**src/rtl/core/rfcm_pkg.sv**
```systemverilog
// ----------------------------------------------------------------------------
// rfcm_pkg
// Shared constants and helpers for the frame command matcher.
// ----------------------------------------------------------------------------
package rfcm_pkg;

    localparam logic [7:0]  C_START      = 8'h2A;   // '*'
    localparam logic [7:0]  C_CR         = 8'h0D;   // carriage return
    localparam logic [15:0] C_RD_TEXT    = 16'h5244; // "RD", first char high
    localparam logic [15:0] C_RE_TEXT    = 16'h5245; // "RE", first char high
    localparam int          C_ADDR_LEN   = 6;
    localparam int          C_CMD_BASE   = C_ADDR_LEN + 1;
    localparam int          C_RD_LIMIT   = 2;
    localparam int          C_RE_LIMIT   = 3;
    localparam logic [7:0]  C_CNT_FULL   = 8'd2;
    localparam logic [47:0] C_ADDR_RESET = 48'h30325A393939; // "02Z999"

    // One step of a command match counter.
    function automatic logic [7:0] f_cmd_step(
        input logic [7:0] cnt,
        input logic       in_win,
        input logic       hit,
        input logic       past_lim,
        input logic       is_cr
    );
        if (in_win && hit) begin
            return cnt + 8'd1;
        end else if (past_lim && !is_cr) begin
            return 8'd0;
        end else begin
            return cnt;
        end
    endfunction

endpackage

```
**src/rtl/core/rs485_frame_command_matcher.sv**
```systemverilog
// ----------------------------------------------------------------------------
// rs485_frame_command_matcher: one received byte per item, taken while idle, not ready during an echo.
// Echo: the first byte is offered after S_FETCH, S_LOOK, S_FETCH, S_LOOK following the CR item,
//   then each byte passes S_OUT (waits for the sink) and S_LOOK, set by the buffer's single read port.
// Reset (sync, active low): hunting for '*', counters zero, buffer reads empty, address 02Z999.
// ----------------------------------------------------------------------------
module rs485_frame_command_matcher #(
    parameter int BUFFER_BYTES = 32
) (
    input  logic        i_clk,
    input  logic        i_rst_n,
    // configuration: station address, first char in bits 47..40
    input  logic        i_cfg_we,
    input  logic [47:0] i_cfg_data,
    // received bytes
    input  logic        s_axis_tvalid,
    output logic        s_axis_tready,
    input  logic [7:0]  s_axis_tdata,   // [7:0] rx_byte
    // echoed bytes
    output logic        m_axis_tvalid,
    input  logic        m_axis_tready,
    output logic [7:0]  m_axis_tdata,   // [7:0] tx_byte
    output logic        m_axis_tlast    // last_byte
);

    import rfcm_pkg::*;

    localparam int DEPTH = BUFFER_BYTES + 1;
    localparam int AW    = $clog2(DEPTH);
    // position holds up to BUFFER_BYTES+1 before the wrap check
    localparam int PW    = $clog2(BUFFER_BYTES + 2);

    typedef enum logic [1:0] {
        S_IDLE,   // take rx items
        S_FETCH,  // read of r_idx for the echo in flight
        S_LOOK,   // read data for r_idx is valid
        S_OUT     // echo item waits for the sink
    } t_state;

    t_state      r_state, n_state;
    logic [PW-1:0] r_pos, n_pos;
    logic [7:0]  r_rd_cnt, n_rd_cnt;
    logic [7:0]  r_re_cnt, n_re_cnt;
    logic [47:0] r_station, n_station;
    logic [AW-1:0] r_idx, n_idx;
    logic        r_have, n_have;   // r_hold carries a byte not yet sent
    logic        r_fin, n_fin;     // item in the output reg ends the echo
    logic        r_tail, n_tail;   // buffer exhausted, r_hold goes out last
    logic [7:0]  r_hold, n_hold;
    logic        r_tvalid, n_tvalid;
    logic [7:0]  r_tdata, n_tdata;
    logic        r_tlast, n_tlast;

    // frame buffer port
    logic          buf_clr;
    logic          buf_we;
    logic [AW-1:0] buf_waddr;
    logic [7:0]    buf_wdata;
    logic [7:0]    buf_rdata;

    rfcm_frame_buf #(
        .DEPTH (DEPTH),
        .AW    (AW)
    ) u_buf (
        .i_clk   (i_clk),
        .i_rst_n (i_rst_n),
        .i_clr   (buf_clr),
        .i_we    (buf_we),
        .i_waddr (buf_waddr),
        .i_wdata (buf_wdata),
        .i_raddr (r_idx),
        .o_rdata (buf_rdata)
    );

    logic       rx_acc;
    logic [7:0] rx_b;
    logic [7:0] addr_ch;
    logic       in_win;
    logic [7:0] rd_next, re_next;
    logic       last_idx;

    assign s_axis_tready = (r_state == S_IDLE);
    assign rx_acc        = s_axis_tvalid && s_axis_tready;
    assign rx_b          = s_axis_tdata;
    assign last_idx      = (r_idx == AW'(DEPTH - 1));

    // address character for positions 1..6
    always_comb begin
        case (r_pos)
            PW'(1):  addr_ch = r_station[47:40];
            PW'(2):  addr_ch = r_station[39:32];
            PW'(3):  addr_ch = r_station[31:24];
            PW'(4):  addr_ch = r_station[23:16];
            PW'(5):  addr_ch = r_station[15:8];
            PW'(6):  addr_ch = r_station[7:0];
            default: addr_ch = 8'h00;
        endcase
    end

    // command counters; the two-letter window is positions 7 and 8
    assign in_win  = (r_pos < PW'(C_CMD_BASE + 2));
    assign rd_next = f_cmd_step(r_rd_cnt, in_win,
                                rx_b == (r_pos[0] ? C_RD_TEXT[15:8] : C_RD_TEXT[7:0]),
                                r_pos >= PW'(C_CMD_BASE + C_RD_LIMIT), rx_b == C_CR);
    assign re_next = f_cmd_step(r_re_cnt, in_win,
                                rx_b == (r_pos[0] ? C_RE_TEXT[15:8] : C_RE_TEXT[7:0]),
                                r_pos >= PW'(C_CMD_BASE + C_RE_LIMIT), rx_b == C_CR);

    always_comb begin
        n_state   = r_state;
        n_pos     = r_pos;
        n_rd_cnt  = r_rd_cnt;
        n_re_cnt  = r_re_cnt;
        n_station = r_station;
        n_idx     = r_idx;
        n_have    = r_have;
        n_fin     = r_fin;
        n_tail    = r_tail;
        n_hold    = r_hold;
        n_tvalid  = r_tvalid;
        n_tdata   = r_tdata;
        n_tlast   = r_tlast;
        buf_clr   = 1'b0;
        buf_we    = 1'b0;
        buf_waddr = r_pos[AW-1:0];
        buf_wdata = rx_b;

        if (i_cfg_we) begin
            n_station = i_cfg_data;
        end

        unique case (r_state)
            S_IDLE: begin
                if (rx_acc) begin
                    if (rx_b == C_START) begin
                        // new frame: empty buffer, '*' at entry 0
                        buf_clr   = 1'b1;
                        buf_we    = 1'b1;
                        buf_waddr = '0;
                        n_rd_cnt  = 8'd0;
                        n_re_cnt  = 8'd0;
                        n_pos     = PW'(1);
                    end else if (r_pos == '0) begin
                        // hunting: byte dropped
                    end else if (r_pos < PW'(C_CMD_BASE)) begin
                        if (rx_b == addr_ch) begin
                            buf_we = 1'b1;
                            n_pos  = r_pos + PW'(1);
                        end else begin
                            n_pos = '0;
                        end
                    end else if (r_pos >= PW'(DEPTH)) begin
                        n_pos = '0;
                    end else begin
                        buf_we   = 1'b1;
                        n_rd_cnt = rd_next;
                        n_re_cnt = re_next;
                        if (rx_b == C_CR) begin
                            // back to address matching without a new '*'
                            n_pos = PW'(1);
                            if (rd_next == C_CNT_FULL || re_next == C_CNT_FULL) begin
                                n_state = S_FETCH;
                                n_idx   = '0;
                                n_have  = 1'b0;
                                n_fin   = 1'b0;
                                n_tail  = 1'b0;
                            end
                        end else if (r_pos + PW'(1) > PW'(BUFFER_BYTES)) begin
                            n_pos = '0;
                        end else begin
                            n_pos = r_pos + PW'(1);
                        end
                    end
                end
            end

            S_FETCH: begin
                n_state = S_LOOK;
            end

            S_LOOK: begin
                // one byte ahead: the held byte is last when the next read is zero
                if (r_have) begin
                    n_tdata  = r_hold;
                    n_tlast  = (buf_rdata == 8'h00);
                    n_tvalid = 1'b1;
                    n_state  = S_OUT;
                    if (buf_rdata == 8'h00) begin
                        n_fin = 1'b1;
                    end else begin
                        n_hold = buf_rdata;
                        if (last_idx) begin
                            n_tail = 1'b1;
                        end else begin
                            n_idx = r_idx + AW'(1);
                        end
                    end
                end else if (buf_rdata == 8'h00) begin
                    n_state = S_IDLE;     // zero at entry 0: no echo
                end else begin
                    n_hold = buf_rdata;
                    n_have = 1'b1;
                    if (last_idx) begin
                        n_tdata  = buf_rdata;
                        n_tlast  = 1'b1;
                        n_tvalid = 1'b1;
                        n_fin    = 1'b1;
                        n_state  = S_OUT;
                    end else begin
                        n_idx   = r_idx + AW'(1);
                        n_state = S_FETCH;
                    end
                end
            end

            S_OUT: begin
                if (m_axis_tready) begin
                    n_tvalid = 1'b0;
                    if (r_fin) begin
                        n_state = S_IDLE;
                        n_fin   = 1'b0;
                        n_have  = 1'b0;
                        n_tail  = 1'b0;
                    end else if (r_tail) begin
                        n_tdata  = r_hold;
                        n_tlast  = 1'b1;
                        n_tvalid = 1'b1;
                        n_fin    = 1'b1;
                    end else begin
                        // read of r_idx was issued during the wait
                        n_state = S_LOOK;
                    end
                end
            end

            default: n_state = S_IDLE;
        endcase
    end

    always_ff @(posedge i_clk) begin
        if (!i_rst_n) begin
            r_state   <= S_IDLE;
            r_pos     <= '0;
            r_rd_cnt  <= 8'd0;
            r_re_cnt  <= 8'd0;
            r_station <= C_ADDR_RESET;
            r_idx     <= '0;
            r_have    <= 1'b0;
            r_fin     <= 1'b0;
            r_tail    <= 1'b0;
            r_tvalid  <= 1'b0;
        end else begin
            r_state   <= n_state;
            r_pos     <= n_pos;
            r_rd_cnt  <= n_rd_cnt;
            r_re_cnt  <= n_re_cnt;
            r_station <= n_station;
            r_idx     <= n_idx;
            r_have    <= n_have;
            r_fin     <= n_fin;
            r_tail    <= n_tail;
            r_tvalid  <= n_tvalid;
        end
        r_hold  <= n_hold;
        r_tdata <= n_tdata;
        r_tlast <= n_tlast;
    end

    assign m_axis_tvalid = r_tvalid;
    assign m_axis_tdata  = r_tdata;
    assign m_axis_tlast  = r_tlast;

    // no rx item is taken while an echo item is pending
    a_no_rx_during_echo: assert property (@(posedge i_clk) disable iff (!i_rst_n)
        m_axis_tvalid |-> !s_axis_tready)
        else $error("rx ready while echo item pending");

    // the echo stops at the first zero entry, so a zero byte never goes out
    a_no_zero_echo: assert property (@(posedge i_clk) disable iff (!i_rst_n)
        m_axis_tvalid |-> (m_axis_tdata != 8'h00))
        else $error("zero byte echoed");

    // a start byte restarts address matching with cleared counters
    a_start_restarts: assert property (@(posedge i_clk) disable iff (!i_rst_n)
        (rx_acc && rx_b == C_START) |=>
            (r_pos == PW'(1) && r_rd_cnt == 8'd0 && r_re_cnt == 8'd0))
        else $error("start byte did not restart frame");

    // an echo begins only after an accepted carriage return
    a_echo_after_cr: assert property (@(posedge i_clk) disable iff (!i_rst_n)
        (r_state == S_IDLE && n_state == S_FETCH) |-> (rx_acc && rx_b == C_CR))
        else $error("echo started without carriage return");

endmodule

```
**src/rtl/core/rfcm_frame_buf.sv**
```systemverilog
// ----------------------------------------------------------------------------
// rfcm_frame_buf
// Frame buffer memory, one write and one registered read port per cycle.
// Per-entry valid bits make a clear instant; an invalid entry reads as zero.
// ----------------------------------------------------------------------------
module rfcm_frame_buf #(
    parameter int DEPTH = 33,
    parameter int AW    = $clog2(DEPTH)
) (
    input  logic          i_clk,
    input  logic          i_rst_n,
    input  logic          i_clr,
    input  logic          i_we,
    input  logic [AW-1:0] i_waddr,
    input  logic [7:0]    i_wdata,
    input  logic [AW-1:0] i_raddr,
    output logic [7:0]    o_rdata
);

    logic [7:0]       r_mem [DEPTH];
    logic [DEPTH-1:0] r_vld, n_vld;
    logic [7:0]       r_rdata;
    logic             r_rvld;

    // clear first, then mark the written entry
    always_comb begin
        n_vld = i_clr ? '0 : r_vld;
        if (i_we) begin
            n_vld[i_waddr] = 1'b1;
        end
    end

    always_ff @(posedge i_clk) begin
        if (!i_rst_n) begin
            r_vld <= '0;
        end else begin
            r_vld <= n_vld;
        end
    end

    always_ff @(posedge i_clk) begin
        if (i_we) begin
            r_mem[i_waddr] <= i_wdata;
        end
        r_rdata <= r_mem[i_raddr];
    end

    always_ff @(posedge i_clk) begin
        if (!i_rst_n) begin
            r_rvld <= 1'b0;
        end else begin
            r_rvld <= r_vld[i_raddr];
        end
    end

    assign o_rdata = r_rvld ? r_rdata : 8'h00;

endmodule
```
**config.mk**
```make
export PLATFORM = sky130hd
export DESIGN_NAME = rs485_frame_command_matcher
export DESIGN_NICKNAME = d
export VERILOG_FILES = /design/src/rtl/core/rfcm_pkg.sv /design/src/rtl/core/rs485_frame_command_matcher.sv /design/src/rtl/core/rfcm_frame_buf.sv
export SDC_FILE = /design/constraint.sdc
export NUM_CORES = 1
export LEC_CHECK = 0
export BUFFER_PORTS_ARGS = -buffer_cell sky130_fd_sc_hd__buf_4
export CAP_MARGIN = 10
export CORE_ASPECT_RATIO = 0.9
export CORE_MARGIN = 1
export CORE_UTILIZATION = 30
export CTS_CLUSTER_SIZE = 25
export DETAILED_ROUTE_END_ITERATION = 7
export GPL_ROUTABILITY_DRIVEN = 0
export HOLD_SLACK_MARGIN = 0.15
export PLACE_DENSITY = 0.44
export SETUP_SLACK_MARGIN = 0.5
export SLEW_MARGIN = 20
export SYNTH_ARGS = -nofsm -noshare
export SYNTH_HDL_FRONTEND = slang
export SYNTH_SLANG_ARGS = --single-unit
```
**constraint.sdc**
```tcl
create_clock -name i_clk -period 5 [get_ports i_clk]
set_input_delay 0.5 -clock i_clk [delete_from_list [all_inputs] [get_ports i_clk]]
set_output_delay 0.5 -clock i_clk [all_outputs]
set_load 0.02 [all_outputs]
```
==> impl_metrics.csv, run 1 <==
group,metric,value,unit
run_status,status,"finished, final reports clean",
die,ios,72,
layout,drive_gt1_frac,0.232,
power_and_ir_drop,seqPwrFrac,0.515,
synth,yosysSeqAreaShare,0.626,
synth,synth.distinct_cells,73,
routing,drc_errors,0,
routing,first_pass_iters,6,
cts,clock-sinks,405,
critical_path,start_kind,"flop",
power_and_ir_drop,clkPwrFrac,0.456,
power_and_ir_drop,peakVddDrop,255,uV
timing,fin_setup_tns,0,ps
timing,fmax,242,MHz
routing,top_layer,"met5",
synth,synth_area,0.0174,sq mm
cts,cts_root_buf,"clkbuf_16",
die,fp.dieW,256,um
routing,drtIter0Drc,763,
layout,fin_nets,1421,
power_and_ir_drop,power.share.switching,0.216,
power_and_ir_drop,cellPowerDensity,338,mW/mm^2
synth,ys_async_sr_fraction,0,
cts,clockBufferDepth,3,
flow_run,drv_cap,0,
die,start_util,0.305,
layout,fin_cells,2151,
timing,drv_slew,0,
power_and_ir_drop,p_leak,6.76,nW
grt,track_usage,0.162,
critical_path,worstPathArrival,4400,ps
placed_design,portBuffers,71,
die,rows,83,
timing,report.final.hold_viol_count,0,
synth,synth_edf_count,281,
layout,fillers,5482,
synth,synth_area_leaders,"edfxtp_1 48%, dfxtp_1 14%, mux4_2 12%",
synth,syn_inst,1229,
cts,cts_tree,"built",
die,die_h,231,um
placed_design,pre_cts_ws,532,ps
routing,avgViaCountPerCell,5.03,
cts,h-tree-depth,2,
timing,hold_ws,191,ps
synth,yosys.area.top_type,"edfxtp_1",
die,core_area,0.0572,sq mm
timing,setup_viol,0,
routing,route.layer.met1.wl,23400,um
routing,wl_met3,2150,um
placed_design,place_inst,2046,
grt,overflow,0,
critical_path,critPathKind,"reg -> reg",
grt,grt_max_degree,87,
grt,antenna_found_initial,3,
cts,path_clk_slew,60,ps
cts,cts_made_buffers,45,
timing,period_share,0.827,
power_and_ir_drop,intPower,5.50,mW
routing,wl_met2,21200,um
synth,avgSynthCellArea,14.2,sq um
power_and_ir_drop,switching_power,1.51,mW
synth,synth_ff_type,"edfxtp_1",
routing,wl,47700,um
timing,setup_ws,866,ps
placed_design,hpwl,31400,um
routing,wire_per_inst,22.2,um
routing,ant_nets,0,
synth,syn-num-nets,1299,
grt,grt_pass1_wl,71600,um
critical_path,crit_path_end_kind,"flop",
timing,fin_crit,4130,ps
routing,vias,10800,
synth,yosys_warnings,0,
layout,syn2layout_area_growth,18.8,%
synth,synth_top_area_frac,0.484,
cts,insertion_delay,580,ps
die,die_area,0.0591,sq mm
timing,fin_skew,18.6,ps
critical_path,cp.required,5270,ps
synth,ys_ff_latch,405,
cts,cts_setup_buffers,0,
timing,worst_slew_pin_slew,1050,ps
grt,grt_pass1_vias,10900,
timing,max_slew_margin,0.299,
timing,rsz0062_at_grt,"false",
worst_hold_path,hold_class,"in -> reg",
power_and_ir_drop,combPwrFrac,0.029,
critical_path,crit_fanout,15,
## worst max-delay path: stages, from the launching register on
cell	delay, ps
dfxtp_2	500
inv_1	150
ha_1	390
a221oi_2	280
a21oi_1	80
or3_1	350
a2111o_1	450
nor4_4	350
a31oi_2	230
buf_4	260
or3_1	440
nor2_1	140
buf_4	200
## layer usage
| metal | GRT usage | up-vias |
|---|---|---|
| met2 | 0.248 | 231 |
| met1 | 0.235 | 5531 |
| li1 | - | 4987 |
| met3 | 0.0311 | 56 |
| met4 | 0.0410 | 4 |
| met5 | 0 | - |
## synth_stat cells, types with 3 or more instances
library cell	count
a211oi_1	6
a21boi_0	5
a21oi_1	25
a222oi_1	3
a22o_1	10
a22oi_1	9
a31oi_1	8
and2_1	30
and3_1	7
and4_1	4
and4b_1	5
buf_1	13
buf_2	10
clkbuf_1	49
dfxtp_1	124
edfxtp_1	281
ha_1	9
inv_1	14
mux2_2	9
mux2i_1	69
mux4_2	90
nand2_1	123
nand2b_1	7
nand3_1	26
nand3b_1	4
nand4_1	6
nor2_1	50
nor2b_1	41
nor3_1	30
nor3b_1	7
nor4_1	12
nor4b_1	3
o21a_1	6
o21ai_0	47
o22ai_1	5
o31ai_1	9
or2_2	7
or3_1	6
or4_1	3
or4_4	3
xnor2_1	10
xor2_1	3
## final timing paths
kind | start | endpoint | slack [ps] | cells past startpoint
max | r_pos[0]$_SDFFE_PN0P_ | u_buf.r_mem[25][0]$_DFFE_PP_ | 870 | 12
min | i_cfg_data[47] | r_station[47]$_SDFFE_PN0P_ | 190 | 3
max reg2reg | r_pos[0]$_SDFFE_PN0P_ | u_buf.r_mem[25][0]$_DFFE_PP_ | 870 | 12
min reg2reg | u_buf.r_mem[32][7]$_DFFE_PP_ | u_buf.r_rdata[7]$_DFF_P_ | 450 | 2
## flip-flops by register name, indices dropped and copies added (netlist names), 2 cells and up
signal and count:
r_station 48, r_hold 8, r_state 2, r_re_cnt 8
u_buf.r_vld 33, r_pos 6, r_rd_cnt 8, r_idx 6
u_buf.r_rdata 8, m_axis_tdata 8, u_buf.r_mem 264
## cells in the final DEF (no fill, tap or decap), drive strengths merged, types with 30 or more instances in the layout
cell type,n
nor2b,41
nand2,123
edfxtp,281
mux4,90
clkbuf,51
nor2,50
and2,30
nor3,30
dfxtp,124
o21ai,47
buf,126
mux2i,69
## area by class of cell
cell class / count / area, sq um / share of cell area
sequential: 405 / 10900 / 0.527
multi-input combinational: 736 / 6190 / 0.299
timing repair buffer: 149 / 1190 / 0.0573
clock buffer: 51 / 1160 / 0.0559
tap: 765 / 957 / 0.0462
clock inverter: 30 / 244 / 0.0118
inverter: 14 / 52.6 / 0.00254
antenna: 1 / 2.50 / 0.000121
## kinds of logic after synthesis
group / count (synthesis) / share of synthesized area
xor gates and xnor gates: 13 / 0.00653
and+or+nand+nor: 387 / 0.118
adders and majority gates: 9 / 0.00646
muxes: 168 / 0.162
DFF: 405 / 0.626
buffers and inverters: 88 / 0.0205
AOI/OAI and AO/OA: 159 / 0.0611
## power groups by stage
stage	Combinational [mW]	Sequential (mW)	Clock, mW
floorplan	0.0750	3.68	0
global placement	0.186	3.69	0
detailed placement	0.188	3.69	0
CTS	0.203	3.61	3.29
global route	0.217	3.61	3.41
finish	0.200	3.61	3.20
## what timing repair did
item,4_1_cts,5_1_grt
hold buffers,23,0
hold endpoints to repair,23,0
endpoints found under the setup margin,0,112
gates resized for setup,0,3
## metrics by stage
stage | utilization | area, sq um | power (mW)
after floorplan | - | 17400 | 3.76
after global placement | 0.334 | 19100 | 3.87
after detailed placement | 0.334 | 19100 | 3.87
after CTS | 0.362 | 20700 | 7.11
after global routing | 0.362 | 20700 | 7.24
final | 0.362 | 20700 | 7.02
Power figures use the tool's default switching activity.
==> run 2: changes to the inputs <==
--- a/config.mk
+++ b/config.mk
@@ -14,7 +14,7 @@
 export DETAILED_ROUTE_END_ITERATION = 7
 export GPL_ROUTABILITY_DRIVEN = 0
 export HOLD_SLACK_MARGIN = 0.15
-export PLACE_DENSITY = 0.44
+export PLACE_DENSITY = 0.45
 export SETUP_SLACK_MARGIN = 0.5
 export SLEW_MARGIN = 20
 export SYNTH_ARGS = -nofsm -noshare
==> constraint.sdc (replaced) <==
create_clock -name i_clk -period 3.35 [get_ports i_clk]
set_input_delay 0.335 -clock i_clk [delete_from_list [all_inputs] [get_ports i_clk]]
set_output_delay 0.335 -clock i_clk [all_outputs]
set_load 0.02 [all_outputs]
==> run 2 against run 1 <==
  * First-iteration DRC count rose by 8.4%
  * Combinational power up 69%
  * Flip-flop and latch count is the same
  * Via count increased by 3.5%
  * Clock skew grew 1.8 ps
  * Non-clock buffer count up 93
  * Final cell count rose by 4.6%
  * Total power rose by 61%
  * Count of clock-buffer cells in the layout is 11 higher
==> impl_metrics.csv, run 2 (synthesis results as in run 1) <==
group,metric,value,unit
layout,mostFrequentLayoutCells,"281 x edfxtp_1, 144 x buf_4, 119 x nand2_1, 119 x dfxtp_1, 90 x mux4_2",
routing,wl,48200,um
power_and_ir_drop,cellPowerDensity,493,mW/mm^2
routing,drtIter0Drc,827,
cts,cts_root_buf,"clkbuf_16",
cts,path_clk_slew,50,ps
routing,ant_nets,0,
grt,use_met3,0.0289,
cts,clock-sinks,405,
critical_path,cpMaxStageDelayCell,"or3_4",
critical_path,cp.required,3600,ps
run_status,status,"finished, final reports clean",
placed_design,pre_cts_ws,-69.6,ps
timing,period_share,0.962,
grt,top_usage_layer,"met2",
layout,drive_gt1_frac,0.319,
layout,fin_util,0.400,
timing,fin_skew,20.4,ps
cts,cts_tree,"built",
grt,antenna_found_initial,0,
routing,vias,11200,
timing,worst_slew_pin_slew,955,ps
die,fp.dieW,256,um
die,die_h,231,um
timing,fin_crit,3220,ps
routing,drc_errors,0,
critical_path,r2r-start,"r_pos[0]$_SDFFE_PN0P_",
critical_path,path_cells,"inv_6 -> ha_4 -> buf_6 -> buf_6 -> a222oi_1 -> mux2i_1 -> nand2_1 -> xnor2_2 -> nor4_4 -> buf_4 -> a31oi_4 -> or3_4 -> nor2_4",
critical_path,max_stage_delay,450,ps
grt,grt_util_met1,0.239,
placed_design,hpwl,33000,um
layout,syn2layout_area_growth,31.2,%
cts,cts_made_buffers,47,
cts,h-tree-depth,2,
timing,setup_ws,127,ps
cts,clockBufferDepth,3,
timing,rsz0062_at_grt,"true",
timing,report.final.hold_viol_count,0,
placed_design,portBuffers,71,
cts,insertion_delay,580,ps
layout,top_regs,"u_buf.r_mem: 264 flops, r_station: 48 flops, u_buf.r_vld: 33 flops",
critical_path,start_kind,"flop",
layout,largest_register_ffs,264,
grt,met2_usage,0.256,
critical_path,crit_fanout,8,
critical_path,crit_path_end_kind,"flop",
flow_run,drv_cap,0,
timing,drv_slew,0,
layout,final_common_cell,"edfxtp_1",
critical_path,path_delay_family,"simple AND/OR/NAND/NOR gates",
die,rows,83,
timing,fmax,310,MHz
critical_path,cp.depth,13,
die,die_area,0.0591,sq mm
critical_path,rrSetupSlack,130,ps
routing,avgViaCountPerCell,4.98,
critical_path,worstPathArrival,3470,ps
routing,wire_per_inst,21.4,um
layout,diodes,0,
critical_path,rr_worst_depth,13,
grt,overflow,0,
grt,grt_max_degree,57,
timing,max_slew_margin,0.364,
grt,track_usage,0.165,
worst_hold_path,hold_class,"in -> reg",
layout,fin_nets,1516,
timing,fin_setup_tns,0,ps
timing,setup_viol,0,
routing,first_pass_iters,5,
grt,grt_pass1_wl,73300,um
die,start_util,0.305,
critical_path,crit_path_frequent_cell,"buf_6",
layout,top_register,"u_buf.r_mem",
power_and_ir_drop,peakVddDrop,275,uV
critical_path,critPathKind,"reg -> reg",
critical_path,r2r-end,"u_buf.r_mem[17][5]$_DFFE_PP_",
die,ios,72,
critical_path,crit_end,"u_buf.r_mem[17][5]$_DFFE_PP_",
critical_path,critPathBufInv,4,
power_and_ir_drop,p_leak,7.70,nW
layout,fillers,5298,
grt,grt_pass1_vias,11300,
critical_path,crit_start,"r_pos[0]$_SDFFE_PN0P_",
die,core_area,0.0572,sq mm
worst_hold_path,min_delay_path_depth,2,
-- run 2: layout make-up --
cell class                      instances  area [sq um]  share of cell area
Tap cell                              765           957              0.0418
Sequential cell                       405         10900               0.478
Clock buffer                           62          1310              0.0570
Clock inverter                         25           377              0.0165
Inverter                               14          57.6             0.00252
Timing Repair Buffer                  242          2360               0.103
Multi-Input combinational cell        736          6880               0.301
-- run 2: worst reg2reg max path, stage by stage (launching register included) --
cell      delay [ps]
dfxtp_4          370
inv_6             50
ha_4             170
buf_6            120
buf_6            120
a222oi_1         380
mux2i_1          150
nand2_1          130
xnor2_2          100
nor4_4           300
buf_4            180
a31oi_4          120
or3_4            460
nor2_4           270
-- run 2: repair_timing --
action                                  in CTS  in global routing
hold buffers                                51                  0
resized for setup                           52                 59
endpoints found under the setup margin     306                319
hold endpoints to repair                    56                  0
cloned                                       1                  0
buffers inserted                            25                  8
pin swaps                                   38                 36
-- run 2: power breakdown --
| part | switching [mW] | internal [mW] |
|---|---|---|
| sequential | 0.0254 | 5.37 |
| clock | 2.03 | 3.50 |
| combinational | 0.181 | 0.157 |
| total | 2.24 | 9.03 |
-- run 2: routing by layer --
layer	routed length (um)	vias up
met5	0	-
met4	817	0
met3	2230	59
met2	22000	265
met1	23100	5671
li1	-	5196
-- run 2: worst min path at each step --
stage	startpoint	end	slack (ps)
after floorplan	u_buf.r_vld[14]$_SDFF_PN0_	u_buf.r_vld[14]$_SDFF_PN0_	420
after global placement	u_buf.r_vld[28]$_SDFF_PN0_	u_buf.r_vld[28]$_SDFF_PN0_	430
after detailed placement	u_buf.r_mem[32][4]$_DFFE_PP_	u_buf.r_rdata[4]$_DFF_P_	430
after CTS	s_axis_tdata[7]	u_buf.r_mem[2][7]$_DFFE_PP_	180
after global routing	s_axis_tdata[7]	u_buf.r_mem[2][7]$_DFFE_PP_	160
final	s_axis_tdata[7]	u_buf.r_mem[3][7]$_DFFE_PP_	200
-- run 2: per-stage QoR --
stage	cells	power, mW	hold WS [ps]	area [sq um]
finish	2249	11.3	200	22900
global route	2249	11.6	164	22900
CTS	2241	11.4	175	22600
detailed placement	2077	5.79	435	19900
global placement	2077	5.79	429	19900
floorplan	1229	5.61	420	17800
==> run 3: changes to the inputs <==
--- a/config.mk
+++ b/config.mk
@@ -14,6 +14,7 @@
 export DETAILED_ROUTE_END_ITERATION = 7
 export GPL_ROUTABILITY_DRIVEN = 0
 export HOLD_SLACK_MARGIN = 0.15
+export MAX_ROUTING_LAYER = met4
 export PLACE_DENSITY = 0.45
 export SETUP_SLACK_MARGIN = 0.5
 export SLEW_MARGIN = 20
==> run 3 against run 2 <==
  * Combinational power barely moved
  * Sequential share of layout area did not move
  * Hold slack got worse by 4.9 ps
  * Design area did not move
  * Register-to-register slack got worse by 40 ps
  * Flip-flop and latch count did not move
  * Final cell count did not move
  * Highest routed layer unchanged
==> impl_metrics.csv, run 3 (synthesis results as in run 1) <==
group,metric,value,unit
worst_hold_path,hold_class,"in -> reg",
timing,max_slew_margin,0.363,
layout,syn2layout_area_growth,31.2,%
layout,regArea,0.0109,sq mm
layout,fin_util,0.400,
layout,top_register,"u_buf.r_mem",
routing,first_pass_iters,7,
layout,multi_input_area,0.00688,sq mm
power_and_ir_drop,cellPowerDensity,493,mW/mm^2
cts,path_clk_slew,50,ps
grt,grt_pass1_wl,73300,um
placed_design,portBuffers,71,
power_and_ir_drop,seqPwrFrac,0.479,
routing,top_layer,"met4",
die,ios,72,
power_and_ir_drop,clkPwrFrac,0.491,
routing,ant_nets,0,
power_and_ir_drop,power.share.switching,0.199,
die,start_util,0.305,
power_and_ir_drop,peakVddDrop,276,uV
timing,worst_slew_pin_slew,955,ps
critical_path,crit_fanout,8,
cts,insertion_delay,580,ps
cts,clock-sinks,405,
layout,mostFrequentLayoutCells,"281 x edfxtp_1, 144 x buf_4, 119 x nand2_1, 119 x dfxtp_1, 90 x mux4_2",
cts,h-tree-depth,2,
power_and_ir_drop,switching_power,2.24,mW
timing,fin_crit,3260,ps
cts,cts_made_buffers,47,
timing,hold_ws,195,ps
die,die_area,0.0591,sq mm
cts,clockBufferDepth,3,
grt,grt_pass1_vias,11300,
timing,drv_slew,0,
timing,fin_skew,21.0,ps
layout,drive_gt1_frac,0.319,
layout,top_regs,"u_buf.r_mem: 264 flops, r_station: 48 flops, u_buf.r_vld: 33 flops",
grt,grt_max_degree,57,
critical_path,worstPathArrival,3510,ps
die,fp.dieW,256,um
critical_path,cp.required,3600,ps
routing,wl_met2,22000,um
layout,largest_register_ffs,264,
routing,drtIter0Drc,853,
timing,rsz0062_at_grt,"true",
layout,fin_nets,1516,
timing,setup_ws,89.7,ps
routing,wl,48300,um
grt,track_usage,0.170,
cts,cts_tree,"built",
timing,fmax,307,MHz
critical_path,crit_path_end_kind,"flop",
routing,route.layer.met1.wl,23400,um
grt,overflow,0,
routing,wire_per_inst,21.5,um
power_and_ir_drop,p_leak,7.70,nW
routing,drc_errors,0,
cts,cts_root_buf,"clkbuf_16",
timing,report.final.hold_viol_count,0,
routing,avgViaCountPerCell,4.99,
layout,final_common_cell,"edfxtp_1",
timing,fin_setup_tns,0,ps
power_and_ir_drop,combPwrFrac,0.030,
routing,vias,11200,
timing,setup_viol,0,
flow_run,drv_cap,0,
timing,period_share,0.973,
die,rows,83,
power_and_ir_drop,intPower,9.03,mW
layout,diodes,0,
die,core_area,0.0572,sq mm
run_status,status,"finished, final reports clean",
layout,fillers,5298,
critical_path,start_kind,"flop",
placed_design,pre_cts_ws,-69.6,ps
grt,antenna_found_initial,0,
routing,wl_met3,2050,um
critical_path,critPathKind,"reg -> reg",
placed_design,hpwl,33000,um
die,die_h,231,um
## run 3: cell counts in the layout (fill, tap and decap cells not counted)
No cell type changed its count.
## run 3: stage by stage
step                      power (mW)  instance area (sq um)  cells
final                           11.3                  22900   2249
after global routing            11.7                  22900   2249
after CTS                       11.4                  22600   2241
after detailed placement        5.79                  19900   2077
after global placement          5.79                  19900   2077
after floorplan                 5.61                  17800   1229
## run 3: worst max-delay path: stages (launching register included)
cell      delay [ps]
dfxtp_4          370
inv_6             50
ha_4             170
buf_6            120
buf_6            120
a222oi_1         400
mux2i_1          150
nand2_1          130
xnor2_2           90
nor4_4           320
buf_4            180
a31oi_4          110
or3_4            450
nor2_4           270
## run 3: power groups by stage
stage,clock network (mW),registers (mW),logic [mW]
floorplan,0,5.49,0.113
global placement,0,5.51,0.285
detailed placement,0,5.50,0.289
CTS,5.67,5.39,0.341
global route,5.89,5.39,0.368
finish,5.54,5.39,0.339
## run 3: repair_timing
item,in CTS,in global routing
resized for setup,52,59
endpoints found under the setup margin,306,319
gates cloned,1,0
pin swaps,38,36
buffers inserted,25,8
hold buffers,51,0
endpoints found under the hold margin,56,0
## run 3: cell type report
class / instances / share of cell area
Timing Repair Buffer: 242 / 0.103
Clock inverter: 25 / 0.0165
Sequential cell: 405 / 0.478
Multi-Input combinational cell: 736 / 0.301
Tap cell: 765 / 0.0418
Inverter: 14 / 0.00252
Clock buffer: 62 / 0.0570
## run 3: per-layer routing
metal | GRT usage | vias to the layer above
met4 | 0.0397 | 0
met1 | 0.240 | 5691
li1 | - | 5201
met2 | 0.255 | 265
met5 | - | -
met3 | 0.0287 | 60
## run 3: final timing paths
path                                      from  cells past startpoint                           end  slack, ps
hold / removal                 s_axis_tdata[7]                      2   u_buf.r_mem[2][7]$_DFFE_PP_        200
setup / recovery         r_pos[0]$_SDFFE_PN0P_                     13  u_buf.r_mem[17][5]$_DFFE_PP_         90
setup reg to reg         r_pos[0]$_SDFFE_PN0P_                     13  u_buf.r_mem[17][5]$_DFFE_PP_         90
hold reg to reg   u_buf.r_mem[32][4]$_DFFE_PP_                      2      u_buf.r_rdata[4]$_DFF_P_        440
